## config.mk

```make
export PLATFORM = sky130hd
export DESIGN_NAME = tssi_cell
export DESIGN_NICKNAME = d
export VERILOG_FILES = /design/src/sv/tssi_pkg.sv /design/src/sv/tssi_cell.sv
export SDC_FILE = /design/constraint.sdc
export NUM_CORES = 1
export LEC_CHECK = 0
export BUFFER_PORTS_ARGS = -buffer_cell sky130_fd_sc_hd__buf_4
export CORE_MARGIN = 1
export CORE_UTILIZATION = 45
export CTS_CLUSTER_DIAMETER = 200
export DETAILED_ROUTE_END_ITERATION = 8
export GPL_ROUTABILITY_DRIVEN = 0
export PLACE_DENSITY = 0.79
export SYNTH_ARGS = -nofsm -noshare
export SYNTH_HDL_FRONTEND = slang
export SYNTH_SLANG_ARGS = --single-unit
```

## constraint.sdc

```tcl
create_clock -name clk_i -period 12.45 [get_ports clk_i]
set_clock_uncertainty 0.1 [all_clocks]
set_input_delay 0.6225 -clock clk_i [delete_from_list [all_inputs] [get_ports clk_i]]
set_output_delay 0.6225 -clock clk_i [all_outputs]
set_load 0.05 [all_outputs]
```

## src/sv/tssi_pkg.sv

```systemverilog
`timescale 1ns / 1ps
`default_nettype none

package tssi_pkg;

  localparam int unsigned VAL_W  = 64;
  localparam int unsigned TOL_W  = 32;
  localparam int unsigned REQ_W  = 2;
  localparam int unsigned RIDX_W = 6;
  localparam int unsigned POS_W  = 7;

  localparam logic [TOL_W-1:0] TOL_RESET = 32'd4295;

  typedef enum logic [REQ_W-1:0] {
    REQ_INSERT = 2'd0,
    REQ_READ   = 2'd1,
    REQ_CLEAR  = 2'd2,
    REQ_NONE   = 2'd3
  } req_e;

  typedef enum logic [2:0] {
    S_IDLE = 3'b001,
    S_CMP  = 3'b010,
    S_SRCH = 3'b100
  } state_e;

endpackage

`default_nettype wire

```

## src/sv/tssi_cell.sv

```systemverilog
`timescale 1ns / 1ps
`default_nettype none

module tssi_cell
  import tssi_pkg::*;
#(
  parameter int unsigned IDX = 0,
  parameter int unsigned CW  = 7
) (
  input  wire logic             clk_i,
  input  wire logic [VAL_W-1:0] prev_i,
  input  wire logic [VAL_W-1:0] key_i,
  input  wire logic [TOL_W-1:0] tol_i,
  input  wire logic             ins_i,
  input  wire logic [CW-1:0]    where_i,
  input  wire logic [CW-1:0]    count_i,
  output logic      [VAL_W-1:0] value_o,
  output logic                  lt_o,
  output logic                  match_o
);

  localparam logic [CW-1:0] MyIdx = CW'(IDX);

  logic [VAL_W-1:0] value_q, value_d;
  logic             lt_q, lt_d;
  logic             match_q, match_d;
  logic [VAL_W-1:0] mag;

  always_comb begin
    value_d = value_q;
    if (ins_i && (MyIdx == where_i)) begin
      value_d = key_i;
    end else if (ins_i && (MyIdx > where_i) && (MyIdx <= count_i)) begin
      value_d = prev_i;
    end
  end

  always_comb begin
    lt_d    = $signed(value_q) < $signed(key_i);
    // two's-complement difference is the exact magnitude as an unsigned word
    mag     = lt_d ? (key_i - value_q) : (value_q - key_i);
    match_d = mag < {{(VAL_W-TOL_W){1'b0}}, tol_i};
  end

  always_ff @(posedge clk_i) begin
    value_q <= value_d;
    lt_q    <= lt_d;
    match_q <= match_d;
  end

  assign value_o = value_q;
  assign lt_o    = lt_q;
  assign match_o = match_q;

endmodule

`default_nettype wire

```

==> metrics.txt <==
Final WS setup=between 5 and 6 ns; Initial Util=0.462; Fin Setup TNS=0 ns; Hold Slack=0.436 ns; Unique masters post-synth=86; CTS sink cnt=66; VDD IR max=0.0480 mV; HP Class=in -> reg; num rows=58; final hold vios=0; largest family of logic cells by synthesized area=compound AO/OA/AOI/OAI gates; number of setup violations in the final report=0; Clock transition at path regs=about 0.060 ns; Critical path buffers and inverters=1; f_max=approximately 140 MHz; mux share of post-synthesis cell area=0.0130; global-route wire length before repair=between 60 and 70 mm; die height=~160 um; Inserted Diodes=0; Final Cell Area=0.0137 mm2; Post-synth ARST share=0; R2R depth=24; Synth Area in Compound Gates=0.322; Top FF cell, synth=edfxtp_1; share of the synthesized area in the top cell type=0.169; Slew headroom=0.373; vias in the first global route=12.1k; Final #Nets=2140; Post-Synth Adder-Cell Area=0.172; number of synthesized flops with an enable pin=64; cell breakdown of the critical path=ha_1, nand2_1, nor2_1, nand2_1, o21ai_0, o211ai_1, nand3_2, buf_4, o21ai_0, o22ai_1, a21oi_1, o22ai_1, xor2_1, ha_1, a21o_1, a21oi_1, nor2_1, nor3_1, nand3_1, o41ai_1, a31oi_1, a2111oi_1, nand4_1, nor2_1; Max Slew Vio Count=0; via count=13.2k; setup bufs post-CTS=0; largest net degree at the start of global routing=71; DIE AREA=about 0.027 mm2; slowest CP cell=a2111oi_1; DRT Wirelength=39.2 mm; Die Wd=163 um; Least-Margin Pin Slew=0.941 ns; GR Overflow Total=0; Area growth syn-to-layout=17.4%; area of the mapped netlist=between 0.01 and 0.015 mm2; dpl hpwl=30.9 mm; Final min period=7.25 ns; fraction of the yosys area taken by sequential cells=0.168; htree depth=3; CP Depth=24; Leak Pwr=6.48 nW; # hold bufs at CTS=0; Synth Warn #=0; Layout Utilization=0.542; Design Power=0.841 mW; clk root buf=clkbuf_16; Yosys reg bits=66; crit path launch=value_o[28]; Worst Hold Depth=3; Synth Area in Simple Gates=0.183; placed inst area=0.0135 mm2; DR WL/cell=approximately 18 um; status=finished clean; ANT nets after route=0; CTS Buf Count=9; critical path's most frequent cell=nor2_1; Mean Syn Cell Area=7.15 um2; Finished Layout Cells=2137; initial antenna violation count=0; layout cell share with drive strength beyond 1=0.159; Top delay family on crit path=compound AO/OA/AOI/OAI gates; Worst Path Required=12.63 ns; placed cell count=2123; IO Count=242; max cap viols=0; leading area contributor after synthesis=ha_1; count leader, synth=a21oi_1; Worst path max stage delay=between 0.6 and 0.7 ns; Avg Vias per Cell=6.16; initial DRC count=1651; Mapped Cells=around 1.6k; Worst setup EP type=flip-flop; syn_nets=1972; # DRC=0; Bufs on Longest Clock Path=2; Hold Crit Start=prev_i[24]; XOR/XNOR Fraction of Synth Area=0.0472; I/O Buffers=about 230; CORE AREA=approximately 0.025 mm2; Synth area leaders=ha_1, edfxtp_1, a21oi_1, o21ai_0, inv_1; Crit Path Class=reg -> reg; CTS resizes=0; clk_lat worst skew=0.36 ns; total global routing track utilization=0.281; Worst Path Arrival=7.43 ns; unrepaired setup endpoints after global routing=false; Period Utilization, post-route=0.583; Worst setup SP type=flip-flop; CTS tree=built; P per Cell Area=61.2 mW/mm2; largest fanout on the critical path=59; Worst R2R Start=value_o[28]; pre-CTS WS=5.53 ns; first-pass iteration count of the detailed router=9; commonest cells in the netlist=a21oi_1, inv_1, o21ai_0
[layout by cell type, fill, tap and decap left out, types with 31 or more instances in the layout]
master / Yosys / routed
o21ai_0: 175 / 175
nand2_1: 172 / 171
edfxtp_1: 64 / 64
nand4_1: 39 / 39
a21o_1: 35 / 35
nand3_1: 31 / 31
buf_4: 14 / 237
xnor2_1: 33 / 33
a21oi_1: 210 / 210
nor2_1: 113 / 113
inv_1: 184 / 183
ha_1: 158 / 158
[sequential cells by signal, indices dropped and copies added (netlist names)]
register  cells
value_o      64
lt_o          1
match_o       1
[power by group]
group          total (mW)  switching (mW)  internal [mW]
Sequential          0.245        0.000735          0.245
Clock               0.242           0.111          0.131
Combinational       0.353           0.211          0.142
Total               0.841           0.323          0.518
[worst paths after layout]
check                      to  slack (ns)
setup / recovery      match_o        5.20
hold / removal    value_o[24]        0.44
setup reg to reg      match_o        5.20
hold reg to reg       match_o        0.83
[layout make-up]
class / count / area (um2)
fill: 2436 / 11600
clock buffer: 10 / 229
tap: 330 / 413
inverter: 188 / 706
sequential: 66 / 1960
multi-input combinational: 1302 / 8630
clock inverter: 4 / 21.3
timing repair buffer: 237 / 1780
[worst min-delay path, delay by kind of cell]
| kind | cells | cell delay, ns |
|---|---|---|
| and+or+nand+nor | 1 | 0.03 |
| AOI/OAI and AO/OA | 1 | 0.05 |
| buffers and inverters | 1 | 0.08 |
[cells by family (layout without fill, tap and decap cells)]
logic type                 after synthesis  in the layout
AOI/OAI and AO/OA                      620            620
and+or+nand+nor                        445            445
buffers and inverters                  268            439
adders and majority gates              160            160
DFF                                     66             66
xor gates and xnor gates                63             63
muxes                                   14             14
[per-layer routing]
layer	routed length [um]	vias to the layer above	track usage
met5	0	-	0
met4	1760	0	0.131
met3	4090	165	0.0437
met2	16700	853	0.440
met1	16600	5971	0.377
li1	-	6178	-
(Power assumes the default switching activity.)
